File: src/hdl/fbpa_pkg.sv
// Shared types and constants for the fixed block pool allocator.
`default_nettype none
package fbpa_pkg;

  localparam int ROW_BITS = 16;
  localparam int BIT_W    = 4;

  localparam logic OP_GET = 1'b0;
  localparam logic OP_PUT = 1'b1;

  localparam int CFG_IDX_W = 2;
  localparam logic [CFG_IDX_W-1:0] CFG_POOL_BASE   = 2'd0;
  localparam logic [CFG_IDX_W-1:0] CFG_BLOCK_SIZE  = 2'd1;
  localparam logic [CFG_IDX_W-1:0] CFG_BLOCK_COUNT = 2'd2;

  localparam logic [31:0] RST_POOL_BASE   = 32'd0;
  localparam logic [15:0] RST_BLOCK_SIZE  = 16'd64;
  localparam logic [6:0]  RST_BLOCK_COUNT = 7'd64;

  typedef struct packed {
    logic        op;
    logic [31:0] block_address;
  } in_word_t;

  typedef struct packed {
    logic        ok;
    logic [31:0] granted_address;
    logic [5:0]  block_index;
  } out_word_t;

endpackage
`default_nettype wire

File: src/hdl/fixed_block_pool_allocator.sv
// Fixed-size block pool allocator: used-bit map in RAM, free count, get and put.
//
//   channel | ports                          | handshake
//   --------+--------------------------------+----------------------------------
//   in      | start, busy, in_data           | word taken when start & !busy
//   out     | out_valid, out_data            | one-cycle strobe, no back-pressure
//   cfg     | cfg_we, cfg_index, cfg_data    | write taken when cfg_we
//
// Get: scans the map one 16-entry row at a time, then multiplies to form the address;
// a scan with no free bit answers from the scan state. Put: a 7-step restoring divide
// of the offset gives the index; an index above 127 is refused before the divide, an
// index past the pool after it. Requests rejected at acceptance answer in the next
// cycle. Results cannot be stalled. Reset and every block_count write run a clearing
// pass over every map RAM row, with busy high; config writes are still taken.
`default_nettype none
module fixed_block_pool_allocator #(
  parameter int MAX_BLOCKS = 64
) (
  input  wire logic                          clk,
  input  wire logic                          rst_n,
  input  wire logic                          start,
  output      logic                          busy,
  input  wire fbpa_pkg::in_word_t            in_data,
  output      logic                          out_valid,
  output      fbpa_pkg::out_word_t           out_data,
  input  wire logic                          cfg_we,
  input  wire logic [fbpa_pkg::CFG_IDX_W-1:0] cfg_index,
  input  wire logic [31:0]                   cfg_data
);

  localparam int ROWS  = (MAX_BLOCKS + fbpa_pkg::ROW_BITS - 1) / fbpa_pkg::ROW_BITS;
  localparam int RW    = (ROWS > 1) ? $clog2(ROWS) : 1;
  localparam int IDX_W = RW + fbpa_pkg::BIT_W;
  localparam int CMP_W = (IDX_W > 7) ? IDX_W + 1 : 8;
  localparam int CAP   = (MAX_BLOCKS > 127) ? 127 : MAX_BLOCKS;
  localparam logic [6:0] CAP7 = 7'(CAP);
  localparam logic [RW-1:0] LAST_ROW = RW'(ROWS - 1);
  localparam int PW    = 16 + IDX_W;

  typedef enum logic [3:0] {
    ST_CLR, ST_IDLE, ST_G_WAIT, ST_G_SCAN, ST_G_MUL, ST_G_ADD,
    ST_P_CHK, ST_P_DIV, ST_P_IDX, ST_P_WAIT, ST_P_WR
  } st_t;

  function automatic logic [6:0] clamp_total(input logic [6:0] bc);
    logic [6:0] t;
    t = bc;
    if (bc == 7'd0) t = 7'd1;
    else if (bc > CAP7) t = CAP7;
    return t;
  endfunction

  st_t                          state_r;
  logic [31:0]                  pool_base_r;
  logic [15:0]                  block_size_r;
  logic [6:0]                   block_count_r;
  logic [6:0]                   free_count_r;
  logic [RW-1:0]                row_r;
  logic [fbpa_pkg::ROW_BITS-1:0] mem [ROWS];
  logic [fbpa_pkg::ROW_BITS-1:0] rd_data_r;
  logic [31:0]                  offset_r;
  logic [22:0]                  rem_r;
  logic [22:0]                  dsh_r;
  logic [6:0]                   q_r;
  logic [2:0]                   step_r;
  logic [IDX_W-1:0]             idx_r;
  logic [PW-1:0]                prod_r;
  logic                         out_valid_r;
  fbpa_pkg::out_word_t          out_data_r;

  logic [6:0]                   total;
  logic [15:0]                  size_eff;
  logic [fbpa_pkg::ROW_BITS-1:0] avail;
  logic                         found;
  logic [fbpa_pkg::BIT_W-1:0]   found_bit;
  logic                         last_row;
  logic [IDX_W-1:0]             put_idx;
  logic                         mem_we;
  logic [fbpa_pkg::ROW_BITS-1:0] mem_wdata;

  assign total    = clamp_total(block_count_r);
  assign size_eff = (block_size_r == 16'd0) ? 16'd1 : block_size_r;
  assign put_idx  = IDX_W'(q_r);
  assign busy      = (state_r != ST_IDLE);
  assign out_valid = out_valid_r;
  assign out_data  = out_data_r;

  always_comb begin
    for (int b = 0; b < fbpa_pkg::ROW_BITS; b++) begin
      avail[b] = !rd_data_r[b] &&
                 (CMP_W'({row_r, fbpa_pkg::BIT_W'(b)}) < CMP_W'(total));
    end
    found     = 1'b0;
    found_bit = '0;
    for (int b = fbpa_pkg::ROW_BITS - 1; b >= 0; b--) begin
      if (avail[b]) begin
        found     = 1'b1;
        found_bit = fbpa_pkg::BIT_W'(b);
      end
    end
    last_row = (row_r == LAST_ROW) ||
               (CMP_W'({row_r, fbpa_pkg::BIT_W'(0)}) + CMP_W'(fbpa_pkg::ROW_BITS)
                >= CMP_W'(total));
  end

  always_comb begin
    mem_we    = 1'b0;
    mem_wdata = '0;
    unique case (state_r)
      ST_CLR: begin
        mem_we = 1'b1;
      end
      ST_G_SCAN: begin
        mem_we    = found;
        mem_wdata = rd_data_r | (fbpa_pkg::ROW_BITS'(1) << found_bit);
      end
      ST_P_WR: begin
        mem_we    = 1'b1;
        mem_wdata = rd_data_r &
                    ~(fbpa_pkg::ROW_BITS'(1) << put_idx[fbpa_pkg::BIT_W-1:0]);
      end
      default: begin
        mem_we = 1'b0;
      end
    endcase
  end

  always_ff @(posedge clk) begin
    if (mem_we) begin
      mem[row_r] <= mem_wdata;
    end
    rd_data_r <= mem[row_r];
  end

  always_ff @(posedge clk) begin
    if (!rst_n) begin
      state_r       <= ST_CLR;
      pool_base_r   <= fbpa_pkg::RST_POOL_BASE;
      block_size_r  <= fbpa_pkg::RST_BLOCK_SIZE;
      block_count_r <= fbpa_pkg::RST_BLOCK_COUNT;
      free_count_r  <= clamp_total(fbpa_pkg::RST_BLOCK_COUNT);
      row_r         <= '0;
      out_valid_r   <= 1'b0;
    end else begin
      out_valid_r <= 1'b0;
      unique case (state_r)
        ST_CLR: begin
          if (row_r == LAST_ROW) begin
            state_r <= ST_IDLE;
            row_r   <= '0;
          end else begin
            row_r <= row_r + RW'(1);
          end
        end
        ST_IDLE: begin
          if (start) begin
            if (in_data.op == fbpa_pkg::OP_GET) begin
              if (free_count_r == 7'd0) begin
                out_valid_r <= 1'b1;
                out_data_r  <= '0;
              end else begin
                row_r   <= '0;
                state_r <= ST_G_WAIT;
              end
            end else begin
              if (free_count_r >= total || in_data.block_address < pool_base_r) begin
                out_valid_r <= 1'b1;
                out_data_r  <= '0;
              end else begin
                offset_r <= in_data.block_address - pool_base_r;
                state_r  <= ST_P_CHK;
              end
            end
          end
        end
        ST_G_WAIT: begin
          state_r <= ST_G_SCAN;
        end
        ST_G_SCAN: begin
          if (found) begin
            idx_r        <= {row_r, found_bit};
            free_count_r <= free_count_r - 7'd1;
            state_r      <= ST_G_MUL;
          end else if (last_row) begin
            out_valid_r <= 1'b1;
            out_data_r  <= '0;
            state_r     <= ST_IDLE;
          end else begin
            row_r   <= row_r + RW'(1);
            state_r <= ST_G_WAIT;
          end
        end
        ST_G_MUL: begin
          prod_r  <= PW'(size_eff) * PW'(idx_r);
          state_r <= ST_G_ADD;
        end
        ST_G_ADD: begin
          out_valid_r                <= 1'b1;
          out_data_r.ok              <= 1'b1;
          out_data_r.granted_address <= pool_base_r + 32'(prod_r);
          out_data_r.block_index     <= 6'(idx_r);
          state_r                    <= ST_IDLE;
        end
        ST_P_CHK: begin
          if (offset_r >= {9'd0, size_eff, 7'd0}) begin
            out_valid_r <= 1'b1;
            out_data_r  <= '0;
            state_r     <= ST_IDLE;
          end else begin
            rem_r   <= offset_r[22:0];
            dsh_r   <= {1'b0, size_eff, 6'd0};
            q_r     <= '0;
            step_r  <= '0;
            state_r <= ST_P_DIV;
          end
        end
        ST_P_DIV: begin
          if (rem_r >= dsh_r) begin
            rem_r <= rem_r - dsh_r;
            q_r   <= {q_r[5:0], 1'b1};
          end else begin
            q_r <= {q_r[5:0], 1'b0};
          end
          dsh_r  <= dsh_r >> 1;
          step_r <= step_r + 3'd1;
          if (step_r == 3'd6) begin
            state_r <= ST_P_IDX;
          end
        end
        ST_P_IDX: begin
          if (q_r < total) begin
            row_r   <= put_idx[IDX_W-1:fbpa_pkg::BIT_W];
            state_r <= ST_P_WAIT;
          end else begin
            out_valid_r <= 1'b1;
            out_data_r  <= '0;
            state_r     <= ST_IDLE;
          end
        end
        ST_P_WAIT: begin
          state_r <= ST_P_WR;
        end
        ST_P_WR: begin
          free_count_r               <= free_count_r + 7'd1;
          out_valid_r                <= 1'b1;
          out_data_r.ok              <= 1'b1;
          out_data_r.granted_address <= '0;
          out_data_r.block_index     <= 6'(q_r);
          state_r                    <= ST_IDLE;
        end
        default: begin
          state_r <= ST_IDLE;
        end
      endcase

      if (cfg_we) begin
        priority case (cfg_index)
          fbpa_pkg::CFG_POOL_BASE: begin
            pool_base_r <= cfg_data;
          end
          fbpa_pkg::CFG_BLOCK_SIZE: begin
            block_size_r <= cfg_data[15:0];
          end
          fbpa_pkg::CFG_BLOCK_COUNT: begin
            block_count_r <= cfg_data[6:0];
            free_count_r  <= clamp_total(cfg_data[6:0]);
            row_r         <= '0;
            state_r       <= ST_CLR;
          end
          default: begin
            pool_base_r <= pool_base_r;
          end
        endcase
      end
    end
  end

endmodule
`default_nettype wire
File: config.mk
export PLATFORM = sky130hd
export DESIGN_NAME = fixed_block_pool_allocator
export DESIGN_NICKNAME = d
export VERILOG_FILES = /design/src/hdl/fbpa_pkg.sv /design/src/hdl/fixed_block_pool_allocator.sv
export SDC_FILE = /design/constraint.sdc
export NUM_CORES = 1
export LEC_CHECK = 0
export ABC_CLOCK_PERIOD_IN_PS = 10100
export BUFFER_PORTS_ARGS = -buffer_cell sky130_fd_sc_hd__buf_4
export CORE_ASPECT_RATIO = 0.9
export CORE_MARGIN = 5
export CORE_UTILIZATION = 62
export DETAILED_ROUTE_END_ITERATION = 12
export PLACE_DENSITY = 0.84
export SYNTH_ARGS = -nofsm -noshare
export SYNTH_HDL_FRONTEND = slang
export SYNTH_SLANG_ARGS = --single-unit
File: constraint.sdc
create_clock -name clk -period 10.1 [get_ports clk]
set_clock_uncertainty 0.15 [all_clocks]
set_input_delay 3.03 -clock clk [delete_from_list [all_inputs] [get_ports clk]]
set_output_delay 3.03 -clock clk [all_outputs]
set_load 0.1 [all_outputs]
* Word level (Yosys, flattened, before mapping) *
Memory sizes are Yosys's and may differ from the RTL's. A register that Yosys moved wholly into a read port is not among the register bits.
Index checks and enable logic that the tools add are counted.

word-level totals
  register bits after elaboration = 224
  bits in writable memories = 64
  output and inout port bits = 41
  memories kept = 1

operators by class
  $add $sub $neg = 8
  multipliers = 1
  magnitude comparators = 24
  eq/ne operators = 24
  shift-type cells = 2
  muxes and demuxes = 96
  bitwise gates (word level) = 4
  reduce and logical (&&, ||, !) cells = 53

memory list
  name  words  width  read ports  clocked after memory_dff  wr ports  line                              RTL
  mem   4      16     1           1                         1         fixed_block_pool_allocator.sv:59  logic [fbpa_pkg::ROW_BITS-1:0] mem [ROWS];

operators by type and width
  cell                                               number
  2-to-1 mux 39 bit                                  8
  case mux 39 bit (6 select lines)                   1
  < comparator 6 x 7 -> 1 bit                        16
  2-to-1 mux 4 bit                                   25
  case mux 23 bit (2 select lines)                   2
  2-to-1 mux 23 bit                                  3
  2-to-1 mux 7 bit                                   8
  case mux 4 bit (9 select lines)                    1
  adder 32 x 22 -> 32 bit                            1
  >= comparator 32 x 23 -> 1 bit                     1
  < comparator 32 bit                                1
  case mux 16 bit (2 select lines)                   1
  left shift 1 x 4 -> 16 bit (first input constant)  2
  subtractor 32 bit                                  1
  case mux 7 bit (2 select lines)                    2
  2-to-1 mux 1 bit                                   27
  >= comparator 23 bit                               1
  subtractor 23 bit                                  1
  multiplier 16 x 6 -> 22 bit                        1
  logical NOT 7 bit                                  3
  2-to-1 mux 2 bit                                   10
  AND 16 bit                                         1
  == test 4 x 3 -> 1 bit (second input constant)     4
  logical AND 1 bit                                  16
  other kinds (39)                                   75

* Logic depth before layout (Yosys ltp) *
Gate-level depths: netlist of run 1.

  depth in word-level cells = 25
  depth in mapped cells = 19

* Worst setup path before layout of run 1 *
Ideal clock, no wire load.

  kind = in2reg
  from = in in_data[2] (netlist bit)
  to = reg out_data_r (netlist bit out_data[0]), enable pin
  setup time = 0.494 ns
  data arrival time = 7.752 ns
  required time = 9.456 ns
  slack = 1.704 ns
  stages on the path = 9
  path buffers = 0
  cell sequence = ha_1 > nor2b_1 > o31a_1 > o41a_1 > o211ai_2 > a21oi_2 > o21bai_1 > a21oi_1 > a211oi_1

on the way
  longest elaborated chain between the ends = 4

RTL lines
  item                           line                               RTL
  start, declared                fixed_block_pool_allocator.sv:23   input wire fbpa_pkg::in_word_t in_data,
  < comparator 32 bit            fixed_block_pool_allocator.sv:166  if (free_count_r >= total || in_data.block_address < pool_base_r) begin
  logical OR 1 bit               fixed_block_pool_allocator.sv:166
  != test 3 bit (no line)        n/a
  AND reduction 9 bit (no line)  n/a
  end, declared                  fixed_block_pool_allocator.sv:69   fbpa_pkg::out_word_t out_data_r;

No other way between the ends.
A chain may end at the register's enable or synchronous reset.

* Worst setup path after layout of run 1 *
  from = in in_data[0] (netlist bit)
  to = reg out_data_r (netlist bit out_data[20]), enable pin

The elaborated chain is that of the path after synthesis.

==> results of run 1 <==
## layout make-up
cell class | instances | area share, %
clock buffers | 47 | 4.54
inverters | 172 | 2.92
clock inverters | 15 | 0.612
multi-input cells | 1463 | 48.1
well taps | 416 | 2.36
diodes | 2 | 0.0227
repair buffers | 121 | 4.11
flip-flops and latches | 303 | 37.3
## through the flow
stage | instance area (sq um) | worst slack (ns) | hold slack (ns)
global route | 22100 | 3.58 | 0.352
floorplan | 19800 | 1.70 | 0.293
finish | 22100 | 3.70 | 0.328
CTS | 22100 | 3.78 | 0.328
global placement | 20900 | 3.38 | 0.307
detailed placement | 20900 | 3.27 | 0.319
## worst paths after layout
| path | depth (start not counted) | slack (ns) | endpoint |
|---|---|---|---|
| setup / recovery | 13 | 3.70 | out_data[20] |
| hold / removal | 2 | 0.33 | pool_base_r[31] |
| setup reg to reg | 19 | 4.47 | prod_r[21] |
| hold reg to reg | 2 | 0.33 | pool_base_r[31] |
## routing by layer
layer | track usage, % | share of wire, % | vias up
li1 | - | - | 7314
met2 | 46.0 | 47 | 801
met4 | 9.68 | 3.4 | 0
met1 | 41.0 | 41 | 7699
met5 | 0 | 0 | -
met3 | 4.79 | 9.2 | 122
## critical path, stage by stage
cell      delay (ns)
buf_4           0.11
inv_1           0.08
ha_1            0.20
fa_1            0.23
nor2b_1         0.07
o31a_1          0.28
o41a_1          0.37
o211ai_2        0.23
a21oi_2         0.12
o21bai_1        0.48
a21oi_1         0.29
a211oi_4        0.32
buf_4           0.51
## cell usage in the layout, fill, tap and decap left out, drive strengths merged, types with 49 or more instances in the layout
cell	instances
a21boi	60
a21oi	119
buf	121
dfxtp	85
edfxtp	218
fa	60
ha	149
inv	175
nand2	295
nor2	109
o21ai	135
xnor2	49
## logic make-up after synthesis
logic type      Yosys count  share of synthesized area [%]
xor+xnor                 82                           3.63
buf+inv                 253                           4.86
fa+ha+maj               209                           15.5
simple gates            646                           15.4
flops                   303                           41.6
compound gates          508                           17.1
mux                      18                           1.93
## power groups by stage
| stage | Sequential, W | Clock (W) | Combinational (W) |
|---|---|---|---|
| after floorplan | 0.00151 | 0 | 0.000382 |
| after global placement | 0.00154 | 0 | 0.000512 |
| after detailed placement | 0.00155 | 0 | 0.000527 |
| after CTS | 0.00152 | 0.00126 | 0.000533 |
| after global routing | 0.00153 | 0.00131 | 0.000588 |
| final | 0.00152 | 0.00125 | 0.000539 |
## cells in the mapped netlist, types with 10 or more instances
library cell,instances,area (sq um)
xnor2_1,49,429
o21a_1,18,135
inv_1,171,642
xor2_1,33,289
o211ai_1,10,75.1
fa_1,60,1200
edfxtp_1,218,6550
a31oi_1,17,106
nor2_1,107,402
a211oi_1,13,97.6
o21ai_0,126,631
a21o_1,43,323
nor3_1,35,175
a21boi_0,58,435
ha_1,149,1860
nor2b_1,29,181
and2_1,34,213
a21oi_1,115,576
nand2_1,295,1110
nand3_1,31,155
dfxtp_1,85,1700
clkbuf_1,71,267
mux4_2,16,360
nor4_1,10,62.6
o31ai_1,12,90.1
or3_1,14,87.6
and3_1,14,87.6
nand2b_1,24,150
## flip-flops by register name, summed over array words and instances (netlist names)
register       cells
mem               64
rd_data_r         16
pool_base_r       32
row_r              2
block_count_r      7
dsh_r             22
state_r            4
rem_r             23
step_r             3
block_size_r      16
idx_r              6
q_r                7
prod_r            22
free_count_r       7
offset_r          32
out_data          39
out_valid          1
==> flow_summary.toml, run 1 <==
[synth]
synth_nets = 2299
ys_seq_area_share_pct = 41.6
synth_area_sq_um = 19800
synth_edf_count = 218
yosysWarnings = 0
synth_flop_cell = "edfxtp_1"
synth.avg_cell_area_sq_um = 9.81
synthCells = 2019
async_flop_share_pct = 0
yosys.cell_types.count = 94
ys_ff_latch = 303

[floorplan]
start_util_pct = 62.4
core-area_sq_um = 31700
io-pin-count = 112
die_h_um = 180
die_x_um = 198
die-area_sq_um = 35600
core.rowCount = 62

[power]
power_density_nw_per_um2 = 150
p_sw_w = 0.000916
combinationalPowerShare_pct = 16.3
finalPower_w = 0.00331
intPower_w = 0.00240
seqPwrFrac_pct = 46.0
p_leak_nw = 8.98
ir_drop_mv = 0.220
switching_share_pct = 27.7
pwr-share-clk_pct = 37.7

[cells_and_area]
areaGrowthSynthToFinish_pct = 11.5
layout.cells.non_filler = 2539
multi_input_area_sq_um = 10600
nFillCells = 2308
seq_area_sq_um = 8250
drive_above_1_share_pct = 11.2
num-nets-final = 2375
fin_util_pct = 69.6

[routing]
drt_iter0_drc = 1925
wl_per_cell_um = 20.8
drt_wl_total_um = 52700
dr.pass1.iters = 8
via_count = 15936
ant_nets = 0
via_per_inst = 6.28
drc_errors = 0

[worst_setup_path]
startpoint_type = "input port"
critPathKind = "in -> reg"
r2r_start = "block_size_r[10]"
worstPathRequired_ns = 10.09
startpoint = "in_data[0]"
end_kind = "flop"
worst-path-max-fanout = 39
cp.arrival_ns = 6.39

[timing]
slew_violations = 0
slew_headroom_pct = 18.4
setup_viol = 0
fmax_ghz = 0.156
hold_violations = 0
rsz0062_at_grt = "no"
worst_pin_slew_ns = 1.22
setup_tns_ns = 0
finalCritPeriodShare_pct = 63.4
fin_crit_ns = 6.40

[place]
dp_hpwl_um = 39000
place_inst = 2475
gp_congestion = 0.938
port_buffers = 111

[clock_network]
clock_path_buffers = 3
numCtsBuffers = 34
cts_tree = "done"
cts_resized = 0
clk_latency_ns = 0.52
hold_buffers = 0
cts_sinks = 303
post-cts-setup-buffers = 0
cts_root_buf = "clkbuf_16"
htreeDepth = 2
path_clk_slew_ns = 0.06

[hold_path]
worst_hold_path_type = "reg -> reg"
min_from = "pool_base_r[31]"

[global_routing]
grt_pass1_wl_um = 83100
grt.total_usage_pct = 29.0
grt_overflow_total = 0
grt_pass1_vias = 15645
antenna_found_initial = 2
grt_max_degree = 66

[outcome]
outcome = "complete, no violations"

[job]
cap_violations = 0
No activity file was read; power rests on OpenSTA's default activity.
==> inputs of run 2 (changes only) <==
--- a/config.mk
+++ b/config.mk
@@ -5,7 +5,8 @@
 export SDC_FILE = /design/constraint.sdc
 export NUM_CORES = 1
 export LEC_CHECK = 0
-export ABC_CLOCK_PERIOD_IN_PS = 10100
+export ABC_AREA = 1
+export ABC_CLOCK_PERIOD_IN_PS = 6300
 export BUFFER_PORTS_ARGS = -buffer_cell sky130_fd_sc_hd__buf_4
 export CORE_ASPECT_RATIO = 0.9
 export CORE_MARGIN = 5
==> constraint.sdc (replaced) <==
create_clock -name clk -period 6.3 [get_ports clk]
set_clock_uncertainty 0.15 [all_clocks]
set_input_delay 1.89 -clock clk [delete_from_list [all_inputs] [get_ports clk]]
set_output_delay 1.89 -clock clk [all_outputs]
set_load 0.1 [all_outputs]
==> run 2 against run 1 <==
Effect of this change: first-iteration DRC count is 15% lower; sequential share of layout area is 0.084 points lower; combinational power is 99% higher; via count is 6.6% higher; hold slack worse by 0.0066 ns; routed wire length is 4.2% higher; area after synthesis hardly changed; critical path type is now reg -> reg; largest cell class unchanged; largest power group unchanged.
==> flow_summary.toml, run 2 <==
[outcome]
outcome = "complete, no violations"

[power]
seqPwrFrac_pct = 44.4
switching_share_pct = 30.2
p_leak_nw = 9.56
combinationalPowerShare_pct = 19.9
pwr-share-clk_pct = 35.7
power_density_nw_per_um2 = 242
ir_drop_mv = 0.291
p_sw_w = 0.00161
intPower_w = 0.00373
finalPower_w = 0.00535

[worst_setup_path]
crit_chain = "nor4_1 -> nand4_1 -> nand2_1 -> nand2_1 -> fa_1 -> fa_1 -> fa_1 -> inv_1 -> ha_1 -> a21oi_1 -> nand2_1 -> a21o_1 -> a21oi_1 -> o21ai_0 -> a21boi_0 -> nor3_1 -> nor2_1 -> o21ai_0 -> xor2_1"
startpoint_type = "flop"
r2r_slack_ns = 0.80
worstPathRequired_ns = 6.41
cp.arrival_ns = 5.61
worst-path-max-fanout = 8
worst-path-buf-inv = 1
end_kind = "flop"
cpLargestDelayFamily = "adder cells"
slowest_stage = "fa_1"
critPathMaxStageDelay_ns = 0.55
critPathKind = "reg -> reg"

[routing]
via_count = 16995
drt_iter0_drc = 1643
ant_nets = 0
wl_per_cell_um = 19.3
via_per_inst = 5.98
drc_errors = 0
drt_wl_total_um = 54900
dr.pass1.iters = 6

[timing]
finalCritPeriodShare_pct = 87.3
slew_violations = 0
holdWs_ns = 0.321
hold_violations = 0
setup_tns_ns = 0
fin_ws_ns = 0.801
setup_viol = 0
fin_crit_ns = 5.50
rsz0062_at_grt = "no"
worst_pin_slew_ns = 1.19
fmax_ghz = 0.182
slew_headroom_pct = 20.4

[synth]
async_flop_share_pct = 0
synth_top_area_cell = "edfxtp_1"
synthSimpleGateAreaFrac_pct = 17.4
synthTopCellsByArea = "edfxtp_1 (33%), ha_1 (9.4%), dfxtp_1 (8.6%), nand2_1 (7.8%), fa_1 (6.1%)"
synth_fa_ha_area_share_pct = 15.5
yosysMostFrequentCell = "nand2_1"
synth_top_family_by_area = "simple AND/OR/NAND/NOR gates"
ys_ff_latch = 303
synth_compound_area_share_pct = 15.1
synth.avg_cell_area_sq_um = 8.58
synth_nets = 2590
synthTopCellsByCount = "nand2_1 (414), inv_1 (299), edfxtp_1 (218), o21ai_0 (214), a21oi_1 (207)"
muxShareOfSynthArea_pct = 0
yosysWarnings = 0
synthCells = 2310
synth_flop_cell = "edfxtp_1"
synth_edf_count = 218
synth_area_sq_um = 19800
ys_seq_area_share_pct = 41.6
yosysTopAreaCellShare_pct = 33.0
yosys.cell_types.count = 58
synth_xor_area_share_pct = 2.87

[clock_network]
cts_tree = "done"
htreeDepth = 2
hold_buffers = 0
cts_resized = 0
clk_latency_ns = 0.55
numCtsBuffers = 35
path_clk_slew_ns = 0.06
clock_path_buffers = 3
cts_sinks = 303
cts_root_buf = "clkbuf_16"
post-cts-setup-buffers = 0

[global_routing]
antenna_found_initial = 0
grt.total_usage_pct = 30.3
grt_max_degree = 57
grt_overflow_total = 0
grt_pass1_wl_um = 86800
grt_pass1_vias = 16697

[cells_and_area]
nFillCells = 2450
top_register = "mem"
stdcell_area_sq_um = 22100
num-nets-final = 2681
diodes = 0
drive_above_1_share_pct = 9.93
largest_reg_flops = 64
final_common_cell = "nand2_1"
areaGrowthSynthToFinish_pct = 11.7
final_cell_mix = "nand2_1 (414), inv_1 (299), edfxtp_1 (218)"

[floorplan]
start_util_pct = 62.4
core-area_sq_um = 31700
die-area_sq_um = 35600
die_x_um = 198
die_h_um = 180
core.rowCount = 62
io-pin-count = 112

[place]
gp_congestion = 0.972
pre_cts_slack_ns = 0.866
place_area_sq_um = 21100
port_buffers = 111
dp_hpwl_um = 41500

[job]
cap_violations = 0

[hold_path]
worst_hold_path_type = "reg -> reg"
==> run 2: cell types whose count changed after synthesis, moves of 29 or more <==
cell,change
nand4_1,+43
and2_1,-34
a21oi_1,+92
nor2_1,+83
nor2b_1,-29
inv_1,+128
o21ai_0,+88
a21boi_0,-53
a21o_1,-37
nand3_1,+37
nand2_1,+119
==> run 2: final timing paths <==
| kind | startpoint | to | cells past startpoint |
|---|---|---|---|
| hold / removal | block_size_r[0] | block_size_r[0] | 2 |
| setup / recovery | block_size_r[12] | prod_r[18] | 19 |
| setup reg to reg | block_size_r[12] | prod_r[18] | 19 |
| hold reg to reg | block_size_r[0] | block_size_r[0] | 2 |
==> run 2: through the flow <==
step	instances	utilization, %
final	2844	69.8
after global routing	2844	69.8
after CTS	2844	69.8
after detailed placement	2780	66.4
after global placement	2780	66.4
after floorplan	2310	-
==> run 2: per-layer routing <==
metal	GRT usage [%]	vias to the layer above	routed length (um)
met5	0	-	0
met4	13.3	0	2690
met3	4.75	156	4280
met2	51.0	798	26100
met1	38.8	8002	21800
li1	-	8039	-
==> run 2: cell families (layout without fill, tap and decap cells) <==
kind of cell,Yosys count,in the layout
adders and majority gates,209,209
buffers and inverters,392,510
AOI/OAI and AO/OA,544,544
DFF,303,303
xor gates and xnor gates,65,65
and+or+nand+nor,797,797
==> run 2: layout make-up <==
type	instances	area, sq um	area share (%)
Timing Repair Buffer	131	983	4.44
Clock buffer	49	970	4.38
Sequential cell	303	8250	37.3
Inverter	315	1190	5.37
Clock inverter	15	101	0.458
Tap cell	416	520	2.35
Multi-Input combinational cell	1615	10100	45.7
==> run 2: worst min-delay path, stage by stage (launching register included) <==
cell and delay (ns):
dfxtp_1 0.31, inv_1 0.06, a21oi_1 0.06
==> run 2: power groups by stage <==
stage | clock network [W] | logic [W] | registers [W]
floorplan | 0 | 0.000743 | 0.00239
global placement | 0 | 0.00101 | 0.00241
detailed placement | 0 | 0.00104 | 0.00241
CTS | 0.00192 | 0.00106 | 0.00237
global route | 0.00202 | 0.00119 | 0.00239
finish | 0.00191 | 0.00107 | 0.00238
==> inputs of run 3 (changes only) <==
--- a/config.mk
+++ b/config.mk
@@ -6,13 +6,14 @@
 export NUM_CORES = 1
 export LEC_CHECK = 0
 export ABC_AREA = 1
-export ABC_CLOCK_PERIOD_IN_PS = 6300
+export ABC_CLOCK_PERIOD_IN_PS = 4800
 export BUFFER_PORTS_ARGS = -buffer_cell sky130_fd_sc_hd__buf_4
 export CORE_ASPECT_RATIO = 0.9
 export CORE_MARGIN = 5
-export CORE_UTILIZATION = 62
+export CORE_UTILIZATION = 56
 export DETAILED_ROUTE_END_ITERATION = 12
-export PLACE_DENSITY = 0.84
+export PLACE_DENSITY = 0.8
+export RECOVER_POWER = 50
 export SYNTH_ARGS = -nofsm -noshare
 export SYNTH_HDL_FRONTEND = slang
 export SYNTH_SLANG_ARGS = --single-unit
==> constraint.sdc (replaced) <==
create_clock -name clk -period 4.8 [get_ports clk]
set_clock_uncertainty 0.15 [all_clocks]
set_input_delay 1.44 -clock clk [delete_from_list [all_inputs] [get_ports clk]]
set_output_delay 1.44 -clock clk [all_outputs]
set_load 0.1 [all_outputs]
==> run 3 against run 2 <==
Effect of this change: the flow now finishes with violations (max-capacitance violations, max-slew violations); sequential power grew 31%; flip-flop and latch count is the same; highest routed layer unchanged; critical path depth shrank 5; first-iteration DRC count shrank 1.0%; non-clock buffer count grew 45; clock-buffer cell count shrank 4; final cell count grew 3.4%; die area grew 10%.
==> flow_summary.toml, run 3 (synthesis results as in run 2) <==
[clock_network]
clk_latency_ns = 0.53
cts_root_buf = "clkbuf_16"
htreeDepth = 2
clock_path_buffers = 3
numCtsBuffers = 34
cts_sinks = 303
cts_tree = "done"
path_clk_slew_ns = 0.06
hold_buffers = 0

[timing]
setup_viol = 0
worst_pin_slew_ns = 2.05
slew_violations = 99
fmax_ghz = 0.221
finalCritPeriodShare_pct = 94.4
hold_violations = 0
slew_headroom_pct = -37.0
holdWs_ns = 0.350
fin_ws_ns = 0.269
fin_crit_ns = 4.53

[global_routing]
use_met1_pct = 34.6
grt.total_usage_pct = 27.0
grt_max_degree = 56
use_met2_pct = 44.8
antenna_found_initial = 1
grt_pass1_vias = 16517
busiest_layer = "met2"
grt_overflow_total = 0
met3_usage_pct = 5.13
grt_pass1_wl_um = 85700

[worst_setup_path]
crit_chain = "clkbuf_4 -> inv_1 -> ha_1 -> fa_1 -> nor2_1 -> nor2_1 -> o21ai_1 -> nand4_1 -> nand2_1 -> nand2_1 -> o2111ai_1 -> nand3_1 -> a31oi_1 -> nor2_4"
path_depth = 14
r2r_end = "prod_r[18]"
critPathMaxStageDelay_ns = 0.79
cpLargestDelayFamily = "compound AO/OA/AOI/OAI gates"
slowest_stage = "a31oi_1"
critPathKind = "in -> reg"
r2r_start = "block_size_r[15]"
cp.arrival_ns = 4.55
worst-path-buf-inv = 2
worstPathRequired_ns = 4.82
worst-path-max-fanout = 19
r2r_slack_ns = 0.29
end_kind = "flop"
startpoint_type = "input port"
reg2reg_depth = 20

[cells_and_area]
num-nets-final = 2726
largest_reg_flops = 64
final_common_cell = "nand2_1"
stdcell_area_sq_um = 22400
areaGrowthSynthToFinish_pct = 13.2
nFillCells = 3020
top_register = "mem"
drive_above_1_share_pct = 9.88
final_cell_mix = "nand2_1 (411), inv_1 (299), edfxtp_1 (218)"

[routing]
drt_iter0_drc = 1626
via_per_inst = 5.77
ant_nets = 0
wl_per_cell_um = 18.7
drt_wl_total_um = 54900
drc_errors = 0
dr.pass1.iters = 6
via_count = 16973

[outcome]
violations = "max-capacitance violations, max-slew violations"
outcome = "complete, but fails checks"

[hold_path]
hold_path_end = "block_count_r[4]"
worst_hold_path_type = "reg -> reg"
min_from = "block_count_r[4]"
hold_depth = 2

[place]
place_area_sq_um = 21500
port_buffers = 111
pre_cts_slack_ns = -0.205
gp_congestion = 0.988
dp_hpwl_um = 41500

[floorplan]
io-pin-count = 112
core-area_sq_um = 35000
die-area_sq_um = 39200
core.rowCount = 65
die_h_um = 188
start_util_pct = 56.7
die_x_um = 208

[job]
cap_violations = 2

[power]
p_leak_nw = 9.62
ir_drop_mv = 0.337
power_density_nw_per_um2 = 314
run 3: changes by cell type in the layout (fill, tap and decap cells not counted), sizes merged:
cell      change
clkinvlp      +1
buf          -11
nor2          +1
clkbuf       +52
clkinv        -2
diode         +1
inv           +1
run 3: how the worst max path moves through the flow:
| stage | from | to |
|---|---|---|
| floorplan | block_size_r[8] | prod_r[18] |
| global placement | block_size_r[12] | prod_r[18] |
| detailed placement | block_size_r[12] | prod_r[18] |
| CTS | block_size_r[12] | prod_r[18] |
| global route | in_data[0] | out_data[16] |
| finish | in_data[0] | out_data[36] |
run 3: where the power goes:
group	switching (W)	total [W]	leakage, nW	internal (W)
registers	0.000111	0.00311	2.68	0.00299
clock network	0.00106	0.00252	0.530	0.00146
logic	0.000922	0.00142	6.41	0.000503
total	0.00209	0.00705	9.62	0.00495
run 3: repair_timing:
action / CTS / global route
cloned: 0 / 1
endpoints found under the hold margin: 0 / 0
setup buffers: 0 / 1
endpoints found under the setup margin: 5 / 45
resized for setup: 4 / 18
pin swaps: 2 / 12
run 3: area by class of cell:
class                   instances  area [sq um]  share of cell area [%]
well taps                     469           587                    2.62
clock buffers                  45           987                    4.40
flip-flops and latches        303          8250                    36.8
inverters                     315          1190                    5.31
repair buffers                176          1140                    5.07
clock inverters                15          88.8                   0.396
multi-input cells            1616         10200                    45.4
diodes                          1          2.50                  0.0112
run 3: tightest hold or removal path: stages, from the launching register on:
cell,delay (ns)
dfxtp_1,0.31
inv_1,0.07
a211oi_1,0.07
run 3: metrics by stage:
step | utilization, % | power, W | TNS (ns) | instances
after floorplan | - | 0.00411 | 0 | 2310
after global placement | 61.4 | 0.00452 | -0.272 | 2877
after detailed placement | 61.4 | 0.00455 | -2.20 | 2877
after CTS | 64.6 | 0.00707 | 0 | 2937
after global routing | 64.1 | 0.00737 | -0.0718 | 2940
final | 64.1 | 0.00705 | 0 | 2940
run 3: per-layer routing:
metal	part of all wire, %	up-vias	wire length [um]
li1	-	8139	-
met1	40	7970	22200
met2	46	722	25500
met3	8.2	142	4520
met4	5.0	0	2750
met5	0	-	0
